<file path="config.mk">
export PLATFORM = sky130hd
export DESIGN_NAME = fifo_queue_with_remove_by_value
export DESIGN_NICKNAME = d
export VERILOG_FILES = /design/src/design/fqrv_pkg.sv /design/src/design/fqrv_ctrl.sv /design/src/design/fqrv_dpath.sv /design/src/design/fifo_queue_with_remove_by_value.sv
export SDC_FILE = /design/constraint.sdc
export NUM_CORES = 1
export LEC_CHECK = 0
export ABC_CLOCK_PERIOD_IN_PS = 5860
export BUFFER_PORTS_ARGS = -buffer_cell sky130_fd_sc_hd__buf_2
export CAP_MARGIN = 20
export CELL_PAD_IN_SITES_DETAIL_PLACEMENT = 1
export CELL_PAD_IN_SITES_GLOBAL_PLACEMENT = 2
export CORE_ASPECT_RATIO = 0.8
export CORE_UTILIZATION = 30
export DETAILED_ROUTE_END_ITERATION = 10
export PLACE_DENSITY_LB_ADDON = 0.2
export SYNTH_ARGS = -nofsm -noshare
export SYNTH_HDL_FRONTEND = slang
export SYNTH_SLANG_ARGS = --single-unit
</file>
<file path="constraint.sdc">
create_clock -name clk_i -period 5.86 [get_ports clk_i]
set_input_delay 0 -clock clk_i [delete_from_list [all_inputs] [get_ports clk_i]]
set_output_delay 0 -clock clk_i [all_outputs]
set_load 0.01 [all_outputs]
</file>
<file path="src/design/fqrv_pkg.sv">
// Shared types and constants for the compacting FIFO with remove-by-value.
// Standalone package; used by fqrv_ctrl, fqrv_dpath and the top level.
package fqrv_pkg;

  localparam int unsigned DEPTH       = 16;
  localparam int unsigned MAX_RESULTS = 16;
  localparam int unsigned IDX_W       = $clog2(DEPTH);
  localparam int unsigned CNT_W       = $clog2(DEPTH + 1);
  localparam int unsigned WORD_W      = 32;
  localparam int unsigned FUNC_W      = 3;
  localparam int unsigned CAP_W       = 5;
  localparam int unsigned OCC_W       = 5;

  localparam logic [CAP_W-1:0] CAP_RESET = CAP_W'(16);

  typedef enum logic [FUNC_W-1:0] {
    FN_PUSH   = 3'd0,
    FN_POP    = 3'd1,
    FN_PEEK   = 3'd2,
    FN_LIST   = 3'd3,
    FN_REMOVE = 3'd4
  } func_e;

  typedef enum logic [1:0] {
    ST_OK       = 2'd0,
    ST_FULL     = 2'd1,
    ST_EMPTY    = 2'd2,
    ST_NOTFOUND = 2'd3
  } stat_e;

  typedef enum logic [2:0] {
    ACT_NONE,
    ACT_PUSH,
    ACT_POP,
    ACT_PEEK,
    ACT_LIST,
    ACT_REMOVE,
    ACT_NOP
  } act_e;

  typedef enum logic {
    S_IDLE,
    S_LIST
  } state_e;

  typedef struct packed {
    act_e act;
    logic list_first;
  } cmd_t;

  typedef struct packed {
    logic more_first;
    logic more_next;
  } dp_stat_t;

endpackage

</file>
<file path="src/design/fqrv_ctrl.sv">
// Controller FSM: decodes operations and sequences multi-beat list output.
// Depends on fqrv_pkg.
module fqrv_ctrl (
  input  logic                          clk_i,
  input  logic                          rst_ni,
  input  logic                          start,
  input  logic [fqrv_pkg::FUNC_W-1:0]   func_i,
  input  fqrv_pkg::dp_stat_t            dp_stat_i,
  output logic                          busy,
  output fqrv_pkg::cmd_t                cmd_o
);

  fqrv_pkg::state_e state_q, state_d;
  logic             accept;

  assign accept = start && (state_q == fqrv_pkg::S_IDLE);

  always_ff @(posedge clk_i or negedge rst_ni) begin
    if (!rst_ni) begin
      state_q <= fqrv_pkg::S_IDLE;
    end else begin
      state_q <= state_d;
    end
  end

  always_comb begin
    state_d = state_q;
    unique case (state_q)
      fqrv_pkg::S_IDLE: begin
        if (accept && (fqrv_pkg::func_e'(func_i) == fqrv_pkg::FN_LIST) &&
            dp_stat_i.more_first) begin
          state_d = fqrv_pkg::S_LIST;
        end
      end
      fqrv_pkg::S_LIST: begin
        if (!dp_stat_i.more_next) begin
          state_d = fqrv_pkg::S_IDLE;
        end
      end
      default: state_d = fqrv_pkg::S_IDLE;
    endcase
  end

  always_comb begin
    busy              = 1'b0;
    cmd_o.act         = fqrv_pkg::ACT_NONE;
    cmd_o.list_first  = 1'b0;
    unique case (state_q)
      fqrv_pkg::S_IDLE: begin
        if (accept) begin
          unique case (fqrv_pkg::func_e'(func_i))
            fqrv_pkg::FN_PUSH:   cmd_o.act = fqrv_pkg::ACT_PUSH;
            fqrv_pkg::FN_POP:    cmd_o.act = fqrv_pkg::ACT_POP;
            fqrv_pkg::FN_PEEK:   cmd_o.act = fqrv_pkg::ACT_PEEK;
            fqrv_pkg::FN_LIST: begin
              cmd_o.act        = fqrv_pkg::ACT_LIST;
              cmd_o.list_first = 1'b1;
            end
            fqrv_pkg::FN_REMOVE: cmd_o.act = fqrv_pkg::ACT_REMOVE;
            default:             cmd_o.act = fqrv_pkg::ACT_NOP;
          endcase
        end
      end
      fqrv_pkg::S_LIST: begin
        busy      = 1'b1;
        cmd_o.act = fqrv_pkg::ACT_LIST;
      end
      default: begin
        busy = 1'b0;
      end
    endcase
  end

endmodule

</file>
<file path="src/design/fqrv_dpath.sv">
// Datapath: compacting cell array, count, capacity register, result registers.
// Depends on fqrv_pkg; driven by fqrv_ctrl commands.
module fqrv_dpath (
  input  logic                               clk_i,
  input  logic                               rst_ni,
  input  logic                               cfg_we_i,
  input  logic [fqrv_pkg::CAP_W-1:0]         cfg_wdata_i,
  input  logic signed [fqrv_pkg::WORD_W-1:0] value_i,
  input  fqrv_pkg::cmd_t                     cmd_i,
  output fqrv_pkg::dp_stat_t                 stat_o,
  output logic signed [fqrv_pkg::WORD_W-1:0] data_o,
  output logic [1:0]                         status_o,
  output logic [fqrv_pkg::OCC_W-1:0]         occupancy_o,
  output logic                               last_o,
  output logic                               strobe_o
);

  logic signed [fqrv_pkg::WORD_W-1:0] cells_q [fqrv_pkg::DEPTH];
  logic signed [fqrv_pkg::WORD_W-1:0] cells_up [fqrv_pkg::DEPTH];

  logic [fqrv_pkg::CNT_W-1:0] count_q, count_d;
  logic [fqrv_pkg::CAP_W-1:0] cap_q;
  logic [fqrv_pkg::IDX_W-1:0] lidx_q, lidx_d, rd_idx, wr_idx;

  logic signed [fqrv_pkg::WORD_W-1:0] data_q, data_d;
  fqrv_pkg::stat_e                    status_q, status_d;
  logic [fqrv_pkg::OCC_W-1:0]         occ_q;
  logic                               last_q, last_d;
  logic                               strobe_q, strobe_d;

  logic                       full, empty, found, rd_last;
  logic                       push_en, shift_en, pop_sel;
  logic [31:0]                n_lst;
  logic [fqrv_pkg::DEPTH-1:0] match, sh;

  assign full  = (32'(count_q) >= 32'(cap_q)) || (32'(count_q) >= fqrv_pkg::DEPTH);
  assign empty = (count_q == '0);
  assign n_lst = (32'(count_q) < fqrv_pkg::MAX_RESULTS) ? 32'(count_q)
                                                         : fqrv_pkg::MAX_RESULTS;

  assign rd_idx  = cmd_i.list_first ? '0 : lidx_q;
  assign rd_last = (32'(rd_idx) + 32'd1) >= n_lst;
  assign wr_idx  = count_q[fqrv_pkg::IDX_W-1:0];

  assign stat_o.more_first = n_lst > 32'd1;
  assign stat_o.more_next  = (32'(lidx_q) + 32'd1) < n_lst;

  always_comb begin
    for (int i = 0; i < fqrv_pkg::DEPTH; i++) begin
      match[i] = (cells_q[i] == value_i) && (32'(i) < 32'(count_q));
    end
  end

  assign found = |match;

  // ones from the first match upward; all ones on a pop
  always_comb begin
    sh = match;
    for (int k = 1; k < fqrv_pkg::DEPTH; k = k * 2) begin
      sh = sh | (sh << k);
    end
    if (pop_sel) begin
      sh = '1;
    end
  end

  always_comb begin
    for (int i = 0; i < fqrv_pkg::DEPTH - 1; i++) begin
      cells_up[i] = cells_q[i + 1];
    end
    cells_up[fqrv_pkg::DEPTH-1] = cells_q[fqrv_pkg::DEPTH-1];
  end

  always_comb begin
    count_d  = count_q;
    lidx_d   = lidx_q;
    push_en  = 1'b0;
    shift_en = 1'b0;
    pop_sel  = 1'b0;
    data_d   = '0;
    status_d = fqrv_pkg::ST_OK;
    last_d   = 1'b1;
    strobe_d = 1'b1;
    unique case (cmd_i.act)
      fqrv_pkg::ACT_NONE: begin
        strobe_d = 1'b0;
      end
      fqrv_pkg::ACT_PUSH: begin
        if (full) begin
          status_d = fqrv_pkg::ST_FULL;
        end else begin
          push_en = 1'b1;
          count_d = count_q + fqrv_pkg::CNT_W'(1);
          data_d  = value_i;
        end
      end
      fqrv_pkg::ACT_POP: begin
        if (empty) begin
          status_d = fqrv_pkg::ST_EMPTY;
        end else begin
          pop_sel  = 1'b1;
          shift_en = 1'b1;
          count_d  = count_q - fqrv_pkg::CNT_W'(1);
          data_d   = cells_q[0];
        end
      end
      fqrv_pkg::ACT_PEEK: begin
        if (empty) begin
          status_d = fqrv_pkg::ST_EMPTY;
        end else begin
          data_d = cells_q[0];
        end
      end
      fqrv_pkg::ACT_LIST: begin
        if (empty) begin
          status_d = fqrv_pkg::ST_EMPTY;
        end else begin
          data_d = cells_q[rd_idx];
          last_d = rd_last;
          lidx_d = rd_idx + fqrv_pkg::IDX_W'(1);
        end
      end
      fqrv_pkg::ACT_REMOVE: begin
        if (empty) begin
          status_d = fqrv_pkg::ST_EMPTY;
        end else if (found) begin
          shift_en = 1'b1;
          count_d  = count_q - fqrv_pkg::CNT_W'(1);
          data_d   = value_i;
        end else begin
          status_d = fqrv_pkg::ST_NOTFOUND;
        end
      end
      default: begin
        data_d = '0;
      end
    endcase
  end

  always_ff @(posedge clk_i) begin
    for (int i = 0; i < fqrv_pkg::DEPTH; i++) begin
      if (push_en && (wr_idx == fqrv_pkg::IDX_W'(i))) begin
        cells_q[i] <= value_i;
      end else if (shift_en && sh[i]) begin
        cells_q[i] <= cells_up[i];
      end
    end
  end

  always_ff @(posedge clk_i or negedge rst_ni) begin
    if (!rst_ni) begin
      count_q  <= '0;
      cap_q    <= fqrv_pkg::CAP_RESET;
      lidx_q   <= '0;
      strobe_q <= 1'b0;
    end else begin
      count_q  <= count_d;
      lidx_q   <= lidx_d;
      strobe_q <= strobe_d;
      if (cfg_we_i) begin
        cap_q <= cfg_wdata_i;
      end
    end
  end

  always_ff @(posedge clk_i) begin
    data_q   <= data_d;
    status_q <= status_d;
    occ_q    <= fqrv_pkg::OCC_W'(count_d);
    last_q   <= last_d;
  end

  assign data_o      = data_q;
  assign status_o    = status_q;
  assign occupancy_o = occ_q;
  assign last_o      = last_q;
  assign strobe_o    = strobe_q;

  a_count_bound: assert property (@(posedge clk_i) disable iff (!rst_ni)
    32'(count_q) <= fqrv_pkg::DEPTH)
    else $error("count beyond depth");

  a_err_zero: assert property (@(posedge clk_i) disable iff (!rst_ni)
    strobe_q && (status_q != fqrv_pkg::ST_OK) |-> (data_q == '0))
    else $error("error beat carries nonzero data");

  a_push_inc: assert property (@(posedge clk_i) disable iff (!rst_ni)
    (cmd_i.act == fqrv_pkg::ACT_PUSH) && !full |=>
      (count_q == $past(count_q) + fqrv_pkg::CNT_W'(1)))
    else $error("accepted push did not grow the queue");

  a_list_beat: assert property (@(posedge clk_i) disable iff (!rst_ni)
    (cmd_i.act == fqrv_pkg::ACT_LIST) && !empty |=>
      strobe_q && (status_q == fqrv_pkg::ST_OK))
    else $error("list step gave no ok beat");

endmodule

</file>
<file path="src/design/fifo_queue_with_remove_by_value.sv">
// Compacting FIFO of signed words with remove-by-value; top level over fqrv_ctrl/fqrv_dpath.
// Each result beat is registered and appears in the cycle after the operation is accepted.
// Push, pop, peek and remove never raise busy (cells shift in parallel);
// a list of n entries gives n beats back to back, with busy high for all but the first.
// The receiver cannot stall: every beat is held for exactly one cycle under strobe_o.
// Reset empties the queue and sets capacity to 16; cell contents are not cleared.
module fifo_queue_with_remove_by_value (
  input  logic                               clk_i,
  input  logic                               rst_ni,
  input  logic                               start,
  output logic                               busy,
  input  logic [fqrv_pkg::FUNC_W-1:0]        func_i,
  input  logic signed [fqrv_pkg::WORD_W-1:0] value_i,
  input  logic                               cfg_we_i,
  input  logic [fqrv_pkg::CAP_W-1:0]         cfg_wdata_i,
  output logic                               strobe_o,
  output logic signed [fqrv_pkg::WORD_W-1:0] data_o,
  output logic [1:0]                         status_o,
  output logic [fqrv_pkg::OCC_W-1:0]         occupancy_o,
  output logic                               last_o
);

  fqrv_pkg::cmd_t     cmd;
  fqrv_pkg::dp_stat_t dp_stat;

  fqrv_ctrl u_ctrl (
    .clk_i     (clk_i),
    .rst_ni    (rst_ni),
    .start     (start),
    .func_i    (func_i),
    .dp_stat_i (dp_stat),
    .busy      (busy),
    .cmd_o     (cmd)
  );

  fqrv_dpath u_dpath (
    .clk_i       (clk_i),
    .rst_ni      (rst_ni),
    .cfg_we_i    (cfg_we_i),
    .cfg_wdata_i (cfg_wdata_i),
    .value_i     (value_i),
    .cmd_i       (cmd),
    .stat_o      (dp_stat),
    .data_o      (data_o),
    .status_o    (status_o),
    .occupancy_o (occupancy_o),
    .last_o      (last_o),
    .strobe_o    (strobe_o)
  );

endmodule
</file>
== Word level (Yosys, flattened, before mapping) ==
Memories as Yosys holds them, arrays and structs flattened.
Index checks and enable logic that the tools add are counted.
Word-level totals
  bits in latches: 0
  logic and storage cells: 293
  bits in registers: 56
  memory bits (writable): 512
  bits of input ports: 44
  ROM bits: 0
  output and inout port bits: 42
  memories: 1
Cells by class
  divide/modulo/power cells: 0
  multiply operators: 0
  reductions and logical operators: 61
  bitwise logic cells: 23
  eq/ne operators: 40
  add/sub/neg operators: 5
  magnitude comparators: 22
  multiplexer cells: 132
  shift-type cells: 0
Memory list
  u_dpath.cells_q: words 16, width 32, rd ports 17, clocked after Yosys merged registers in 0, wr ports 16, RTL line fqrv_dpath.sv:18  | logic signed [fqrv_pkg::WORD_W-1:0] cells_q [fqrv_pkg::DEPTH];
Operators with widths (number)
  $mux W32: 21
  $eq A32 B32 Y1: 16
  $pmux W32 S4: 1
  $mux W1: 93
  $or A16 B16 Y16: 4
  $logic_and A1 B1 Y1: 51
  $lt A4 B5 Y1 const A: 8
  $eq A4 B4 Y1 const B: 8
  $ge A32 B32 Y1: 1
  $gt A32 B1 Y1 const B: 1
  $lt A32 B32 Y1: 1
  $mux W5: 5
  $lt A3 B5 Y1 const A: 4
  $eq A4 B3 Y1 const B: 4
  $mux W16: 1
  $or A1 B1 Y1: 16
  $reduce_or A16 Y1: 1
  $pmux W3 S5: 1
  $pmux W5 S3: 1
  $eq A3 B2 Y1 const B: 4
  $add A4 B1 Y5 const B: 2
  $lt A1 B5 Y1 const A: 2
  $lt A2 B5 Y1 const A: 2
  $eq A3 B3 Y1 const B: 3
  22 further kinds: 32

== Depth between registers and ports, before layout ==
An unclocked memory read counts as a cell.
  word-level depth: 13
  gate-level depth with buffers: 15
  mapped depth without buffers: 11

== Cells and area by module ==
From an unflattened synthesis, not the netlist that was laid out.
Unflattened totals
  cell total of the unflattened synthesis: 3118
  area total of the unflattened synthesis: 36302.3 µm²
By module, submodules not included
  fqrv_dpath: instances 1, sequential area each 16552.1 µm², cells each 3107, area an instance 36206.0 µm²
  fqrv_ctrl: instances 1, sequential area each 25.0 µm², cells each 11, area an instance 96.3 µm²

== Worst setup path after synthesis ==
No wires, ideal clock.
  path kind: flip-flop to flip-flop
  from: register u_dpath.count_q[0] (netlist bit)
  to: memory u_dpath.cells_q[5][0] (netlist bit) (enable)
  stages on the path, launching flop included: 12
  library setup time: 0.466 ns
  data required time: 5.394 ns
  period minus slack after synthesis: 5.085 ns
  setup slack: 0.775 ns
  buffers on the path: 1
  arrival time: 4.620 ns
  path through: dfrtp_1 > buf_2 > inv_1 > ha_1 > nand2b_1 > a21o_1 > a21o_1 > a21o_1 > a211oi_1 > and2_1 > nand2_1 > o21ai_0
RTL lines
  start: declaration: RTL line fqrv_dpath.sv:21  | logic [fqrv_pkg::CNT_W-1:0] count_q, count_d;
  start signal: assignment: RTL line fqrv_dpath.sv:157  | count_q <= count_d;
  end: declaration: RTL line fqrv_dpath.sv:18

==> results.json <==
{
  "vias_per_cell": 5.80,
  "synthTopCellsByArea": "edfxtp_1 43%, mux2_2 14%, xnor2_1 8.7%",
  "htree_levels": 3,
  "drv_slew": 0,
  "cp_top_family": "simple AND/OR/NAND/NOR gates",
  "cts_sinks": 568,
  "reg2reg_depth": 10,
  "outcome": "finished, final reports clean",
  "p_int_uw": 9010,
  "arrival_ps": 5460,
  "dp_hpwl_um": 120000,
  "hold_buffers": 52,
  "dpl_cell_area_um2": 37900,
  "hp-class": "primary input to register",
  "firstDrtPassIters": 5,
  "holdPathStages": 1,
  "drive_above_1_share_pct": 26.9,
  "cp-end-kind": "register",
  "grt_pass1_wl_um": 221000,
  "routedWlPerCell_um": 34.7,
  "avgSynthCellArea_um2": 12.2,
  "vias": 26500,
  "tightest_slew_ps": 1190,
  "cts_root_buffer": "clkbuf_16",
  "path_class": "register to register",
  "antenna_found_initial": 6,
  "leakagePower_uw": 0.0136,
  "yosysSeqAreaShare_pct": 46.2,
  "fmax_mhz": 195,
  "gp_congestion": 0.968,
  "coreArea_um2": 119000,
  "cts_resized": 0,
  "cp_cell_sequence": "nor3_2, o21ai_0, nand3_1, or4_1, nand4_1, or4_4, or2_2, a21oi_1, o22ai_4, buf_4",
  "yosysTopAreaCell": "edfxtp_1",
  "wirelength_um": 159000,
  "clock_path_buffers": 3,
  "ant_nets": 0,
  "required_ps": 6190,
  "cpMaxStageDelayCell": "nor3_2",
  "setup_viol": 0,
  "synth_edf_count": 512,
  "finalSetupTns_ps": 0,
  "period_share_pct": 87.5,
  "slew_headroom_pct": 20.4,
  "path_clk_slew_ps": 60,
  "synth_ff_type": "edfxtp_1",
  "clockPowerShare_pct": 30.8,
  "die-area_um2": 121000,
  "pre_cts_ws_ps": 783,
  "yosysTopAreaCellShare_pct": 42.8,
  "start_util_pct": 30.2,
  "cap_violations": 0,
  "p_per_area_nw_per_um2": 363,
  "ys_ff_latch": 568,
  "yosysWarnings": 0,
  "rsz0062_at_grt": "no",
  "r2r-end": "u_dpath.cells_q[0][14]$_DFFE_PP_",
  "grt_pass1_vias": 26500,
  "seq_power_share_pct": 34.0,
  "drc_errors": 0,
  "drtIter0Drc": 2934,
  "async_flop_share_pct": 2.82,
  "critPathMaxStageDelay_ps": 830,
  "design_area_um2": 40800,
  "final_common_cell": "edfxtp_1",
  "fp-row-count": 113,
  "cp-start-kind": "register",
  "fin_crit_ps": 5130,
  "post_cts_buffers": 0,
  "vdd_ir_drop_max_mv": 0.329,
  "netlist_area_um2": 35900,
  "holdCritStartpoint": "value_i[12]",
  "most-common-layout-cells": "512 x edfxtp_1, 431 x mux2_2, 355 x xnor2_1",
  "p_comb_share_pct": 35.2,
  "cp_max_fo": 32,
  "grtUsageTotal_pct": 25.8,
  "holdPathEnd": "u_dpath.cells_q[15][12]$_DFFE_PP_",
  "die_w_um": 389,
  "synth_nets": 2999,
  "swShare_pct": 39.2,
  "area.growth.synth_to_final_pct": 13.6,
  "whs_ps": 59.1,
  "finClkSkew_ps": 38.2,
  "r2r_start": "u_dpath.count_q[4]$_DFF_PN0_",
  "grt_max_degree": 68,
  "layout_setup_ws_ps": 730,
  "nets": 3032,
  "die_h_um": 311,
  "ioPinCount": 86,
  "tritoncts": "done",
  "globalRoute.totalOverflow": 0,
  "cts_buffers": 72,
  "insertion_delay_ps": 680,
  "postSynthCellCount": 2934,
  "crit_buf_inv": 1,
  "r2r_slack_ps": 730,
  "hold_violations": 0,
  "port_buffers": 85,
  "synth_cell_types": 84,
  "p_switching_uw": 5820
}
## synthesized netlist by cell type (30+ instances only)
| cell type | number |
|---|---|
| a2111oi_0 | 30 |
| a211oi_1 | 38 |
| a221o_1 | 63 |
| a221oi_1 | 34 |
| a31oi_1 | 33 |
| buf_2 | 86 |
| buf_4 | 44 |
| clkbuf_1 | 116 |
| dfxtp_1 | 40 |
| edfxtp_1 | 512 |
| mux2_2 | 431 |
| mux2i_1 | 190 |
| nand2_1 | 55 |
| nand4_1 | 131 |
| nor2_1 | 127 |
| nor3_1 | 36 |
| nor4_1 | 69 |
| o21ai_0 | 35 |
| o22ai_1 | 39 |
| o31a_1 | 31 |
| xnor2_1 | 355 |
| xor2_1 | 160 |
## worst register-to-register path: cells and delay by family (launching register included)
| kind | cells | cell delay, ps |
|---|---|---|
| AOI/OAI and AO/OA | 3 | 1390 |
| buffers and inverters | 1 | 330 |
| DFF | 1 | 750 |
| and+or+nand+nor | 6 | 2280 |
## routing by layer
metal  wire, um  global-route usage (%)  vias up
met4       3770                    6.06        0
met5          0                       0        -
li1           -                       -    11200
met2      66100                    36.5     1013
met1      77200                    39.7    14100
met3      11900                    5.25      169
## registers in the layout (all words and copies together), names as in the netlist
signal               cells
u_dpath.count_q          5
u_dpath.cells_q        512
u_dpath.last_o           1
u_dpath.data_o          32
u_dpath.status_o         2
u_dpath.lidx_q           4
u_ctrl.state_q           1
u_dpath.strobe_o         1
u_dpath.cap_q            5
u_dpath.occupancy_o      5
## per-stage QoR
step	util, %	power (uW)	cells
after floorplan	-	7930	2934
after global placement	31.9	10200	4388
after detailed placement	31.9	10200	4389
after CTS	34.3	14900	4570
after global routing	34.3	15300	4574
final	34.4	14800	4576
## worst max-delay path by stage
stage | from | endpoint | slack [ps] | cells past startpoint
final | u_dpath.count_q[4]$_DFF_PN0_ | u_dpath.cells_q[0][14]$_DFFE_PP_ | 730 | 10
after global routing | u_dpath.count_q[4]$_DFF_PN0_ | u_dpath.cells_q[2][21]$_DFFE_PP_ | 550 | 10
after CTS | u_dpath.count_q[4]$_DFF_PN0_ | u_dpath.cells_q[14][27]$_DFFE_PP_ | 780 | 10
after detailed placement | u_dpath.count_q[4]$_DFF_PN0_ | u_dpath.cells_q[14][27]$_DFFE_PP_ | 780 | 10
after global placement | u_dpath.count_q[4]$_DFF_PN0_ | u_dpath.cells_q[2][15]$_DFFE_PP_ | 850 | 10
after floorplan | u_dpath.count_q[0]$_DFF_PN0_ | u_dpath.cells_q[5][0]$_DFFE_PP_ | 770 | 11
## cell type report
type | instances | area, um2
sequential | 568 | 16600
inverter | 15 | 58.8
clock inverter | 39 | 314
antenna | 2 | 5.00
multi-input combinational | 2073 | 18100
fill | 12600 | 78000
timing repair buffer | 237 | 1820
tap | 1552 | 1940
clock buffer | 90 | 2020
## cells by family after synthesis
kind of cell	synth area share, %
muxes	20.5
DFF	46.2
xor gates and xnor gates	12.6
and+or+nand+nor	7.77
AOI/OAI and AO/OA	7.89
buffers and inverters	4.41
adders and majority gates	0.732
## power by group through the flow
stage	registers [uW]	clock network (uW)	logic (uW)
floorplan	4890	0	3040
global placement	5110	0	5090
detailed placement	5120	0	5120
CTS	5030	4660	5170
global route	5070	4790	5420
finish	5040	4570	5220
Note: power is estimated with default switching activity, not from simulation.
